`config.mk`:
```
export PLATFORM = sky130hd
export DESIGN_NAME = qn_div
export DESIGN_NICKNAME = d
export VERILOG_FILES = /design/src/hdl/qn_pkg.sv /design/src/hdl/qn_div.sv
export SDC_FILE = /design/constraint.sdc
export NUM_CORES = 2
export LEC_CHECK = 0
export BUFFER_PORTS_ARGS = -buffer_cell sky130_fd_sc_hd__buf_4
export CORE_MARGIN = 4
export CORE_UTILIZATION = 45
export DETAILED_ROUTE_END_ITERATION = 10
export PLACE_DENSITY_LB_ADDON = 0.08
export SETUP_SLACK_MARGIN = 0.1
export SLEW_MARGIN = 20
export SYNTH_ARGS = -nofsm -noshare
export SYNTH_HDL_FRONTEND = slang
export SYNTH_SLANG_ARGS = --single-unit
```
`constraint.sdc`:
```
create_clock -name clk -period 5.9 [get_ports clk]
set_input_delay 0.885 -clock clk [delete_from_list [all_inputs] [get_ports clk]]
set_output_delay 0.885 -clock clk [all_outputs]
set_load 0.005 [all_outputs]
```
`src/hdl/qn_pkg.sv`:
```
`default_nettype none
package qn_pkg;
	localparam int unsigned COMP_W = 32;
	localparam int unsigned MAG_W = 33;
	localparam int unsigned SUM_W = 65;
	localparam int unsigned ROOT_STAGES = 33;
	localparam int unsigned DIV_STAGES = 32;
	localparam logic [COMP_W-1:0] ONE_Q30 = 32'h4000_0000;

	typedef struct packed {
		logic              valid;
		logic              zero;
		logic [3:0]        neg;
		logic [MAG_W-1:0]  mag;
	} qn_ctl_t;
endpackage
`default_nettype wire

```
`src/hdl/qn_div.sv`:
```
`default_nettype none
// One lane: q = round(mag * 2^30 / m), restoring, one bit per stage.
module qn_div (
	input  wire logic                       clk,
	input  wire logic [qn_pkg::COMP_W-1:0]  mag,
	input  wire logic [qn_pkg::MAG_W-1:0]   div,
	output logic [qn_pkg::COMP_W-1:0]       quo
);
	localparam int unsigned N = qn_pkg::DIV_STAGES;
	localparam int unsigned W = qn_pkg::MAG_W + 1;

	logic [W-1:0]               rem_s [1:N];
	logic [qn_pkg::MAG_W-1:0]   d_s [1:N];
	logic [N-1:0]               q_s [1:N];
	logic [N:0]                 q_inc;

	for (genvar i = 0; i < N; i++) begin : g_st
		logic [qn_pkg::MAG_W-1:0] d_c;
		logic [N-1:0]             q_c;
		logic [W-1:0]             sh;
		logic [W:0]               t;
		if (i == 0) begin : g_in
			// leading step without shift gives the integer bit
			always_comb begin
				sh = {2'b00, mag};
				d_c = div;
				q_c = '0;
			end
		end else begin : g_mid
			always_comb begin
				sh = {rem_s[i][W-2:0], 1'b0};
				d_c = d_s[i];
				q_c = q_s[i];
			end
		end
		always_comb t = {1'b0, sh} - {2'b00, d_c};
		always_ff @(posedge clk) begin
			d_s[i+1] <= d_c;
			if (!t[W]) begin
				rem_s[i+1] <= t[W-1:0];
				q_s[i+1] <= {q_c[N-2:0], 1'b1};
			end else begin
				rem_s[i+1] <= sh;
				q_s[i+1] <= {q_c[N-2:0], 1'b0};
			end
		end
	end

	// quotient carries one extra bit; add half and drop it
	always_comb q_inc = {1'b0, q_s[N]} + (N+1)'(1);
	always_ff @(posedge clk) begin
		quo <= q_inc[N:1];
	end
endmodule
`default_nettype wire

```
# Word level (Yosys, flattened, before mapping)
# Memories as Yosys holds them, arrays and structs flattened.
# Index checks and enable logic that the tools add are counted.
# W data, S select, Z words.
# word_totals
ff_bits	32
ram_bits	3168
input_bits	66
out_inout_bits	32
word_cells	229
n_memories	3
# classes
addsub	33
n_mux	128
bitwise_logic	64
# memory_table
memory	words	word_bits	rd	rd_ports_with_merged_regs	write_ports	line_no	rtl
rem_s	32	34	31	0	32	qn_div.sv:12	logic [W-1:0] rem_s [1:N];
d_s	32	33	31	0	32	qn_div.sv:13	logic [qn_pkg::MAG_W-1:0] d_s [1:N];
q_s	32	32	32	0	32	qn_div.sv:14	logic [N-1:0] q_s [1:N];
# ops
operator	count
$mux W34	32
$sub A34 B33 Y35	31
$mux W32	32
$mux W1	64
$or A1 B1 Y1	64
$sub A32 B33 Y34	1
$add A32 B1 Y33 const B	1

# Logic depth before layout (Yosys ltp)
# An unclocked memory read counts as a cell.
# depth
ltp_word	4
mapped_depth	16
depth_no_buf	14

# Worst setup path after synthesis
# Ideal clock, no wire load.
# synth_timing
kind	input to register
start	input div[5] (netlist bit)
end	register, netlist name rem_s[0][54]
setup_ps	121
t_arrival_ps	3693
t_required_ps	5779
setup_slack_ps	2086
path_stages	15
path_buffers	3
path_cell_list	inv_1 ha_1 clkbuf_1 nand2_1 a2111oi_1 o21ai_1 a41oi_1 nand2_1 o31a_1 a21o_1 o21ai_1 nor2b_1 buf_4 buf_4 mux2_2
# synth_rtl
item	line_no	rtl
from (decl)	qn_div.sv:6	input wire logic [qn_pkg::MAG_W-1:0] div,

==> summary.md <==
Outcome
* finished clean — outcome

Clock tree
* 301 — TritonCTS Buffers
* clkbuf_16 — library cell used as clock root buffer
* 5 — H-tree depth
* 0.06 ns — Clock transition at path regs
* 0.93 ns — insertion delay to the later sink of the worst-skew pair
* 2,606 — # clock sinks
* built — clock tree from TritonCTS
* 4 — worst-case clock buffer depth
* 0 — setup repair bufs after CTS

Critical path
* 14 — Register-to-Register Path Depth
* a311oi_1 — CP max stage cell
* register — Setup crit end kind
* 5.59 ns — critical path arrival
* 31 — peak fanout along the critical path
* 14 — cell depth of the worst setup path
* 6.71 ns — Worst Path Required
* a21oi_1 — most prevalent standard cell on the critical path
* 2 — buffer and inverter count on the worst path
* register — Worst Setup Start Kind
* inv_1 -> fa_1 -> nor2b_1 -> o31a_1 -> o311ai_1 -> a21oi_1 -> a31oi_1 -> a311oi_1 -> a311o_1 -> a21oi_1 -> o211a_2 -> inv_2 -> o41ai_1 -> o32a_1 — crit path cell chain
* 0.83 ns — Slowest Stage Delay on Critical Path
* reg2reg — type of the setup path with the least slack
* compound AO/OA/AOI/OAI gates — Top Family by Delay on Critical Path

Power
* 0.384 — sw frac
* 84,100 uW — sum of internal, switching and leakage power
* 0.461 — share of power burned in combinational logic
* 648 nW/um^2 — total power density per cell area
* 0.220 — part of the total power dissipated in the clock network
* 401 uV — Peak VDD IR
* 0.319 — Seq pwr share
* 51,800 uW — cell-internal power
* 32,300 uW — switching power
* 0.0598 uW — Static Leak

Die
* 254,000 um^2 — Core Footprint
* 185 — number of placement rows
* 264,000 um^2 — Die Area
* 514 um — die width
* 514 um — chip height
* 0.452 — Starting Density
* 98 — number of ports placed on the die boundary

Detailed routing
* 5.23 — via density per instance
* 6 — number of detailed-route iterations in the first pass
* 0 — DRT antenna net count
* 0 — Post-route DRC
* 16.6 um — detailed-route wire length per cell
* 84,500 — number of vias in the routed layout
* 3,954 — DR iter-0 viols
* 268,000 um — final wirelength

Synthesis
* 2,606 — Seq cells post-synth
* 0 — ys async rst share
* 115,000 um^2 — cell area after technology mapping
* 12,400 — synthesized netlist cell count
* 13,500 — synthesized netlist net count
* 0 — number of enable-type register cells in the synthesized netlist
* 0 — total number of yosys warnings
* dfxtp_1 — predominant post-synthesis flop cell
* 106 — count of distinct cell types in the synthesized netlist
* 9.29 um^2 — mean post-synth cell area
* 0.453 — Seq/Total Area, Yosys

STA
* 0.812 — share of the clock period used by the worst path after layout
* 4.79 ns — clock period minus worst slack
* 0.0543 ns — Layout Skew
* no — unrepaired setup endpoints after global routing
* 0 ns — final-layout setup total negative slack
* 0 — setup violation total in the final timing report
* 0.209 GHz — Fmax
* 1.13 ns — actual transition at the worst max-transition pin
* 0.248 — Slew Limit Headroom
* 0 — Max Transition Viols Final
* 0 — Final Hold Violating Endpoints

Run
* 0 — count of maximum capacitance violations

Layout
* 13,700 — net total in the final layout
* 0.0655 — fraction of layout cells with a size suffix above 1
* 23,300 — total of fill cells in the finished design
* 12.7% — layout overhead on the synthesized area

Placed design
* 97 — Port-buffer cells
* 0.892 — gp weighted congestion
* 212,000 um — Post-DP HPWL

Global route
* 0.200 — Global Route Usage Sum
* 4 — number of antenna violations at the first check in global routing
* 437,000 um — global-route wire length before repair
* 0 — total overflow reported by the global router
* 86,300 — number of global-route vias before repair
* 64 — pin count of the biggest net entering global routing

Worst hold path
* in2reg — path category of the worst min-delay check
* 1 — Hold Path Cell Cnt

[per-stage QoR]
step	instance area (um^2)	utilization	hold slack [ns]	instances	setup slack [ns]
after global routing	130000	0.510	0.0183	16200	0.886
after global placement	120000	0.470	0.310	15600	1.15
after CTS	130000	0.510	0.00178	16200	1.08
after detailed placement	120000	0.470	0.312	15600	1.02
final	130000	0.510	0.0921	16200	1.11
after floorplan	115000	-	0.310	12400	2.09
[what timing repair did]
action | CTS | global route
resized for setup | 0 | 0
hold buffers | 9 | 0
hold endpoints to repair | 9 | 0
[cells in the final DEF (no fill, tap or decap), types with 38 or more instances in the layout]
cell type  instances
a211oi_1          72
a21o_1           412
a21oi_1         1078
a31oi_1           87
and2_1            54
and3_1            82
buf_4            145
clkbuf_1          38
clkbuf_16        305
clkbuf_8          62
clkinv_2          54
dfxtp_1         2606
ha_1            1025
inv_1           1233
mux2_1           107
mux2_2            96
nand2_1         1037
nand2b_1         164
nand3_1          161
nand4_1          106
nor2_1           700
nor2b_1          141
nor3_1            95
o211ai_1          68
o21a_1           145
o21ai_0          608
o21ai_1          350
o21bai_1          88
o31ai_1           63
xnor2_1          478
xor2_1           408
[flip-flops by register name, indices dropped and copies added, names as in the netlist]
name,count
q_s,528
quo,32
d_s,1023
rem_s,1023
[logic make-up (layout without fill, tap and decap cells)]
kind of cell    count (synthesis)  count (layout)  synth area share
compound gates               3400            3400             0.183
xor+xnor                      886             886            0.0674
fa+ha+maj                    1056            1056             0.117
buf+inv                      1515            1916            0.0506
flops                        2606            2606             0.453
mux                           211             211            0.0206
other cells                     0               4                 0
simple gates                 2715            2715             0.108
[cell usage after synthesis, drive strengths merged, types with 15 or more instances]
| cell type | count | area [um^2] |
|---|---|---|
| nand4 | 106 | 663 |
| o21a | 146 | 1100 |
| a311o | 15 | 150 |
| xnor2 | 478 | 4190 |
| nor4 | 22 | 138 |
| a2111oi | 24 | 211 |
| nor3 | 96 | 480 |
| o211a | 16 | 160 |
| a22o | 19 | 166 |
| inv | 1242 | 4660 |
| a21oi | 1083 | 5430 |
| o21bai | 90 | 679 |
| a31o | 17 | 149 |
| or2 | 33 | 206 |
| dfxtp | 2606 | 52200 |
| nand3b | 15 | 113 |
| and3 | 82 | 513 |
| a41oi | 24 | 218 |
| o21ai | 963 | 4830 |
| ha | 1025 | 12800 |
| buf | 87 | 458 |
| nor2 | 700 | 2630 |
| a311oi | 16 | 146 |
| o31a | 32 | 280 |
| a21o | 413 | 3100 |
| o211ai | 68 | 510 |
| o31ai | 65 | 498 |
| and2 | 55 | 344 |
| xor2 | 408 | 3570 |
| fa | 31 | 621 |
| a21boi | 24 | 180 |
| mux2 | 203 | 2290 |
| a31oi | 96 | 653 |
| and4 | 19 | 166 |
| clkbuf | 186 | 699 |
| o41ai | 24 | 259 |
| nand3 | 161 | 806 |
| nor2b | 142 | 888 |
| or3 | 35 | 219 |
| a211o | 37 | 324 |
| nand2 | 1038 | 3900 |
| a211oi | 73 | 553 |
| a221oi | 25 | 231 |
| nor3b | 15 | 113 |
| nand2b | 164 | 1030 |
[cell type report]
class / count / area, um^2 / area share
Clock buffer: 405 / 8630 / 0.0665
Multi-Input combinational cell: 8268 / 57400 / 0.442
Tap cell: 3366 / 4210 / 0.0325
Inverter: 1242 / 4660 / 0.0359
Sequential cell: 2606 / 52200 / 0.402
Clock inverter: 110 / 1360 / 0.0105
Timing Repair Buffer: 159 / 1290 / 0.00992
Antenna cell: 4 / 10.0 / 0.0000772
[power by group through the flow]
stage / sequential (uW) / combinational, uW / clock [uW]
final: 26800 / 38800 / 18500
after global routing: 27400 / 43700 / 19800
after global placement: 27200 / 37900 / 0
after floorplan: 25900 / 30200 / 0
after detailed placement: 27200 / 38600 / 0
after CTS: 26900 / 38900 / 19100
[layer usage]
layer | vias to the layer above | share of wire | global-route usage | wire length (um)
met5 | - | 0 | 0 | 0
met2 | 1352 | 0.54 | 0.396 | 144000
met3 | 578 | 0.032 | 0.0294 | 8500
li1 | 43000 | - | - | -
met1 | 39600 | 0.40 | 0.211 | 106000
met4 | 0 | 0.036 | 0.0729 | 9690
[worst paths after layout]
path / end / slack, ns / from
setup / recovery: rem_s[0][1017] / 1.11 / rem_s[0][952]
hold / removal: d_s[0][61] / 0.09 / div[28]
setup reg to reg: rem_s[0][1017] / 1.11 / rem_s[0][952]
hold reg to reg: q_s[0][453] / 0.29 / q_s[0][420]
Power figures use the tool's default switching activity.
