## src/hdl/qn_pkg.sv

```systemverilog
`default_nettype none
package qn_pkg;
	localparam int unsigned COMP_W = 32;
	localparam int unsigned MAG_W = 33;
	localparam int unsigned SUM_W = 65;
	localparam int unsigned ROOT_STAGES = 33;
	localparam int unsigned DIV_STAGES = 32;
	localparam logic [COMP_W-1:0] ONE_Q30 = 32'h4000_0000;

	typedef struct packed {
		logic              valid;
		logic              zero;
		logic [3:0]        neg;
		logic [MAG_W-1:0]  mag;
	} qn_ctl_t;
endpackage
`default_nettype wire

```

## src/hdl/qn_sqrt.sv

```systemverilog
`default_nettype none
// Pipelined rounded square root: one result bit per stage.
module qn_sqrt (
	input  wire logic                       clk,
	input  wire logic                       arst_n,
	input  wire logic                       valid,
	input  wire logic [qn_pkg::SUM_W-1:0]   sum,
	output logic                            root_valid,
	output logic [qn_pkg::MAG_W-1:0]        root
);
	localparam int unsigned N = qn_pkg::ROOT_STAGES;
	localparam int unsigned RW = N + 2;

	logic [N:1]                 v_s;
	logic [2*N-1:0]             x_s [1:N];
	logic [RW-1:0]              rem_s [1:N];
	logic [N-1:0]               r_s [1:N];

	for (genvar i = 0; i < N; i++) begin : g_st
		logic           v_c;
		logic [2*N-1:0] x_c;
		logic [RW-1:0]  rem_c;
		logic [N-1:0]   r_c;
		logic [RW-1:0]  rem_n;
		logic [RW-1:0]  trial;
		if (i == 0) begin : g_in
			always_comb begin
				v_c = valid;
				x_c = {1'b0, sum};
				rem_c = '0;
				r_c = '0;
			end
		end else begin : g_mid
			always_comb begin
				v_c = v_s[i];
				x_c = x_s[i];
				rem_c = rem_s[i];
				r_c = r_s[i];
			end
		end
		always_comb begin
			rem_n = {rem_c[RW-3:0], x_c[2*N-1 -: 2]};
			trial = rem_n - {r_c, 2'b01};
		end
		always_ff @(posedge clk or negedge arst_n) begin
			if (!arst_n) begin
				v_s[i+1] <= 1'b0;
			end else begin
				v_s[i+1] <= v_c;
			end
		end
		always_ff @(posedge clk) begin
			x_s[i+1] <= {x_c[2*N-3:0], 2'b00};
			if (!trial[RW-1]) begin
				rem_s[i+1] <= trial;
				r_s[i+1] <= {r_c[N-2:0], 1'b1};
			end else begin
				rem_s[i+1] <= rem_n;
				r_s[i+1] <= {r_c[N-2:0], 1'b0};
			end
		end
	end

	// round up when rem > r
	always_ff @(posedge clk or negedge arst_n) begin
		if (!arst_n) begin
			root_valid <= 1'b0;
		end else begin
			root_valid <= v_s[N];
		end
	end
	always_ff @(posedge clk) begin
		root <= (rem_s[N] > {2'b00, r_s[N]}) ? (r_s[N] + 1'b1) : r_s[N];
	end
endmodule
`default_nettype wire

```

## config.mk

```make
export PLATFORM = sky130hd
export DESIGN_NAME = qn_sqrt
export DESIGN_NICKNAME = d
export VERILOG_FILES = /design/src/hdl/qn_pkg.sv /design/src/hdl/qn_sqrt.sv
export SDC_FILE = /design/constraint.sdc
export NUM_CORES = 2
export LEC_CHECK = 0
export ABC_CLOCK_PERIOD_IN_PS = 5200
export BUFFER_PORTS_ARGS = -buffer_cell sky130_fd_sc_hd__buf_4
export CORE_AREA = 2 2 383 423
export CTS_BUF_LIST = sky130_fd_sc_hd__clkbuf_16
export DETAILED_ROUTE_END_ITERATION = 16
export DIE_AREA = 0 0 385 425
export PLACE_DENSITY = 0.78
export SYNTH_ARGS = -nofsm -noshare
export SYNTH_HDL_FRONTEND = slang
export SYNTH_MEMORY_MAX_BITS = 65536
export SYNTH_SLANG_ARGS = --single-unit
```

## constraint.sdc

```tcl
create_clock -name clk -period 5.2 [get_ports clk]
set_input_delay 1.04 -clock clk [delete_from_list [all_inputs] [get_ports clk]]
set_output_delay 1.04 -clock clk [all_outputs]
set_load 0.01 [all_outputs]
```

**Word-level counts from Yosys, hierarchy flattened**

Memories as Yosys holds them, arrays and structs flattened.
Index checks and enable logic that the tools add are counted.

- RAM bits: 4356
- Output and inout port bits: 34
- Bits in read-only memories: 0
- Bits in registers: 67
- Latch bits: 0
- Word-level logic and storage cells: 272
- Memories kept: 3

Memory list:

| memory | words | bits a word | read ports | clocked after memory_dff | wr ports | RTL line | text |
|---|---|---|---|---|---|---|---|
| x_s | 33 | 64 | 32 | 0 | 33 | qn_sqrt.sv:15 | `logic [2*N-1:0] x_s [1:N];` |
| rem_s | 33 | 35 | 33 | 0 | 33 | qn_sqrt.sv:16 | `logic [RW-1:0] rem_s [1:N];` |
| r_s | 33 | 33 | 33 | 0 | 33 | qn_sqrt.sv:17 | `logic [N-1:0] r_s [1:N];` |

- Bitwise gates (word level): 66
- Muxes and demuxes: 133
- Equality and inequality tests: 0
- Multiply operators: 0
- Shift-type cells: 0
- Order comparisons: 1
- Add/sub/neg operators: 34
- Div/mod/pow operators: 0
- Reductions and logical operators: 0

Operators with widths:

| operator | count |
|---|---|
| $mux W35 | 33 |
| $mux W33 | 34 |
| $sub A35 B35 Y35 | 32 |
| $mux W1 | 66 |
| $or A1 B1 Y1 | 66 |
| $gt A35 B33 Y1 | 1 |
| $add A33 B1 Y33 const B | 1 |
| $sub A1 B1 Y2 const B | 1 |

**Depth between registers and ports, before layout**

An unclocked memory read counts as a cell.

- Depth in word-level cells: 4
- Mapped depth: 16
- Mapped depth without buffers: 14

**Worst setup path after synthesis**

No wires, ideal clock.

- Path type: register to register
- Start point: register, netlist name rem_s[0][149]
- End point: register, netlist name rem_s[0][202]
- Setup slack: 1332 ps
- Setup time: 118 ps
- Stages on the path, launching flop included: 11
- Period minus slack after synthesis: 3868 ps
- Data required time: 5082 ps
- Arrival: 3750 ps
- Cell sequence: dfxtp_1 -> or4_1 -> or4_1 -> or4_1 -> nor4_1 -> nand3_1 -> xor2_1 -> and3_1 -> nand3_1 -> or3_1 -> xnor2_1

==> results.md <==
Run status:
- The run finished with clean final reports.

Logic synthesis:
- In this run, synthesis produced a sequential element count of 2,712.
- The number of instances in the synthesized netlist is roughly 9,500.
- When the netlist entered floorplanning its net count stood at slightly above 10,000.
- The number of different library cells used by synthesis comes to between 80 and 90.
- For this run, the register share of the synthesized area comes to 55.4%.
- In the synthesized netlist the dominant register cell turns out to be sky130_fd_sc_hd__dfxtp_1.
- Yosys mapped a number of flops with a built-in enable equal to 0.
- The total number of yosys warnings is 0.
- The per-instance average area after synthesis is about 10 um^2.
- The area of the mapped netlist is between 90,000 and 100,000 um^2.
- In the synthesized netlist the async set-or-reset flop fraction comes to ~1.3%.

Flow run:
- The reported max-cap violation count is 0.

Drt:
- The total via count after detailed routing is 65,700.
- The number of DRC markers in iteration 0 is 3,618.
- The detail route stage leaves a number of antenna-violating nets equal to 0.
- In the final routed layout, each cell accounts on average for 16.7 um.
- Dividing the detail-routed via count by the number of cells gives between 5 and 6.
- The total wirelength of the detailed-routed design is 201,000 um.
- The detailed-router iteration count before antenna repair is 6.
- The number of remaining DRC errors is 0.

STA:
- The shortest period the worst path allows is between 4 and 5 ns.
- The count of pins over their slew limit came to 0.
- Setup repair after global routing left no endpoint under its margin.
- In the final timing run, aggregate negative setup slack is 0 ns.
- For the pin with the worst max-slew slack, the measured transition is approximately 1.2 ns.
- The worst hold slack is 0.0659 ns.
- The worst setup skew after layout is 0.0553 ns.
- The share of the cycle needed by the critical path after routing is a little over four fifths.
- The final-report setup violation count is 0.
- Derived from the worst setup path, the maximum achievable clock frequency is approximately 230 MHz.
- The number of hold violations in the final report is 0.
- In this run the tightest slew margin relative to its limit is slightly below 20%.

Clock network:
- CTS saw between 2,000 and 3,000 sinks.
- The clock latency at the later pin of the worst-skew pair is a little over 0.9 ns.
- Gates resized during post-CTS repair numbered 0.
- Buffers added to address setup during post-CTS repair amount to 0.
- The number of buffers added by the clock tree synthesis step is 275.
- No sink is reached through more buffers than the 4 on the longest clock path.
- The clock root buffer is sky130_fd_sc_hd__clkbuf_16.
- After clock tree synthesis, the clock-pin slew on the worst setup and hold paths is ~0.06 ns.
- The clock tree from TritonCTS is built.
- In this run the number of H-tree levels came out at 5.
- In this run, post-CTS hold repair placed 0 buffers.

Setup path:
- The startpoint-to-endpoint class of the critical path is flip-flop to flip-flop.
- The maximum net fanout on the critical path is 43.
- For this design, the slowest cell found on the critical path is sky130_fd_sc_hd__a2111oi_0.
- The logic depth of the worst setup path including buffers is 12.
- Counting cells, the worst reg-to-reg path comes to 12.
- The signal on the critical path passes through inv_1 -> ha_1 -> nand2b_1 -> a21boi_0 -> o21ai_0 -> a21oi_1 -> o31ai_1 -> a2111oi_0 -> nor3_1 -> xor2_4 -> buf_4 -> mux2_2.
- The highest cell delay on the worst timing path is 0.91 ns.
- Counting both buffers and inverters, the worst setup path holds a total of 2.
- The critical path's top delay family is compound AO/OA/AOI/OAI gates.
- The arrival time at the worst endpoint is ~5 ns.
- STA classifies the critical path startpoint as a flip-flop.
- The type of destination of the critical path is a flip-flop.
- For the worst setup path, the data required time is 5.96 ns.

Power and ir drop:
- The internal power is 50,100 uW.
- The power per unit of standard cell area is between 700 and 800 nW/um^2.
- The switching part of the total is 36.1%.
- In this run, the combinational gates consume about two fifths of the power.
- For this design the static power due to leakage is just under 0.05 uW.
- In this run, flip-flops and latches consume 38.1% of the power.
- For this design the total switching power over the nets is 28,300 uW.
- The design draws 78,400 uW.
- VDD sags by at most approximately 0.0004 V.
- The power share of the clock group is between 20% and 30%.

Global routing:
- The number of global-route vias before repair is about 66,000.
- The initial antenna violation count is 12.
- The total overflow left after global routing is 0.
- The first global-routing pass estimated 324,000 um of wire.
- The largest net degree at the start of global routing is 67.
- The global-route usage over all layers is between 20% and 30%.

Finish:
- Leaving out fill and tap cells, the most frequent cells in the layout are 2,678 x sky130_fd_sc_hd__dfxtp_1, 803 x sky130_fd_sc_hd__inv_1, 767 x sky130_fd_sc_hd__nand2_1.
- Cells fill between 60% and 70% of the core in the end.
- The layout has 11,700 filler cells.
- The sequential cell area in the final layout is about 54,000 um^2.
- For this run, the post-layout net count is 10,400.
- The commonest non-fill, non-tap cell in the layout is sky130_fd_sc_hd__dfxtp_1.
- The layout overhead on the synthesized area is 11.8%.
- After routing the design area is 110,000 um^2.
- The total area of multi-input combinational cells is a little over 40,000 um^2.
- In the final layout, the share of cells above drive strength 1 is under 10%.

Place:
- Once detailed placement completed, the half-perimeter wirelength came to ~150,000 um.
- Routability-driven placement finished with a final weighted congestion of around 0.95.
- Summing all placed instances gives a cell area of between 100,000 and 150,000 um^2.
- Buffers placed on the I/O ports in this run total roughly 100.

Die:
- Row generation in the floorplan step produced between 150 and 200 rows.
- The initial core utilization is 61.7%.
- The die footprint is around 160,000 um^2.
- The die span in x is between 300 and 400 um.
- The number of top-level pins is 102.
- The height of the chip is between 400 and 500 um.
- The region available for standard cell placement spans 159,000 um^2.

Min path:
- The worst hold-check path type is input pin to async pin.
-- sequential cells by signal, summed over array words and instances, names as in the netlist --
signal / count
g_st.v_c: 32
r_s: 561
rem_s: 1028
root: 33
root_valid: 1
v_s: 1
x_s: 1056
-- routing by layer --
layer	wire length, um	vias to the layer above	global-route usage (%)
met2	103000	1542	44.4
met3	8170	525	3.96
met1	81900	30900	27.4
li1	-	32800	-
met4	8410	2	10.9
met5	13	-	0
-- cell type report --
type / instances / share of cell area, %
sequential: 2712 / 49.5
multi-input combinational: 5830 / 36.7
clock buffer: 280 / 6.37
inverter: 769 / 2.63
tap: 2106 / 2.40
clock inverter: 188 / 1.44
timing repair buffer: 136 / 0.952
antenna: 2 / 0.00455
-- logic make-up (layout without fill, tap and decap cells) --
| family | count (synthesis) | in the layout | synth area share [%] |
|---|---|---|---|
| muxes | 152 | 152 | 1.72 |
| adders and majority gates | 594 | 594 | 7.56 |
| buffers and inverters | 967 | 1373 | 3.75 |
| DFF | 2712 | 2712 | 55.4 |
| other | 1 | 3 | 0.00382 |
| AOI/OAI and AO/OA | 1875 | 1875 | 11.9 |
| xor gates and xnor gates | 924 | 924 | 8.26 |
| and+or+nand+nor | 2284 | 2284 | 11.4 |
-- synth_stat cells (96+ instances only) --
| master | n | area (um^2) |
|---|---|---|
| sky130_fd_sc_hd__clkbuf_1 | 169 | 634 |
| sky130_fd_sc_hd__nor2_1 | 390 | 1460 |
| sky130_fd_sc_hd__nor2b_1 | 96 | 601 |
| sky130_fd_sc_hd__xnor2_1 | 487 | 4270 |
| sky130_fd_sc_hd__xor2_1 | 434 | 3800 |
| sky130_fd_sc_hd__nor3_1 | 216 | 1080 |
| sky130_fd_sc_hd__nor4_1 | 102 | 638 |
| sky130_fd_sc_hd__o21ai_0 | 639 | 3200 |
| sky130_fd_sc_hd__nand2_1 | 767 | 2880 |
| sky130_fd_sc_hd__mux2_2 | 137 | 1540 |
| sky130_fd_sc_hd__inv_1 | 765 | 2870 |
| sky130_fd_sc_hd__ha_1 | 594 | 7430 |
| sky130_fd_sc_hd__a21o_1 | 254 | 1910 |
| sky130_fd_sc_hd__nand3_1 | 144 | 721 |
| sky130_fd_sc_hd__a21oi_1 | 430 | 2150 |
| sky130_fd_sc_hd__dfxtp_1 | 2678 | 53600 |
| sky130_fd_sc_hd__nand2b_1 | 136 | 851 |
-- final timing paths --
kind | endpoint | startpoint | slack (ns)
max in group asynchronous | root_valid$_DFF_PN0_ | arst_n | 4.82
min | g_st[2].v_c$_DFF_PN0_ | arst_n | 0.07
max reg2reg | rem_s[0][844]$_DFF_P_ | x_s[0][1534]$_DFF_P_ | 0.83
min in group clk | x_s[0][100]$_DFF_P_ | sum[36] | 0.23
min reg2reg | x_s[0][1323]$_DFF_P_ | x_s[0][1257]$_DFF_P_ | 0.31
max | rem_s[0][844]$_DFF_P_ | x_s[0][1534]$_DFF_P_ | 0.83
-- stage by stage --
| stage | cells | setup WS, ns |
|---|---|---|
| after global routing | 12000 | 0.438 |
| final | 12000 | 0.825 |
| after floorplan | 9509 | 1.33 |
| after CTS | 12000 | 0.886 |
| after detailed placement | 11600 | 0.905 |
| after global placement | 11600 | 0.880 |
-- power by group through the flow --
stage | logic (uW) | registers [uW] | clock network (uW)
finish | 29900 | 29900 | 18700
global route | 33300 | 30300 | 20000
CTS | 29600 | 29800 | 19200
detailed placement | 29300 | 30200 | 0
global placement | 28500 | 30200 | 0
floorplan | 23200 | 28500 | 0
No activity file was read; power rests on OpenSTA's default activity.
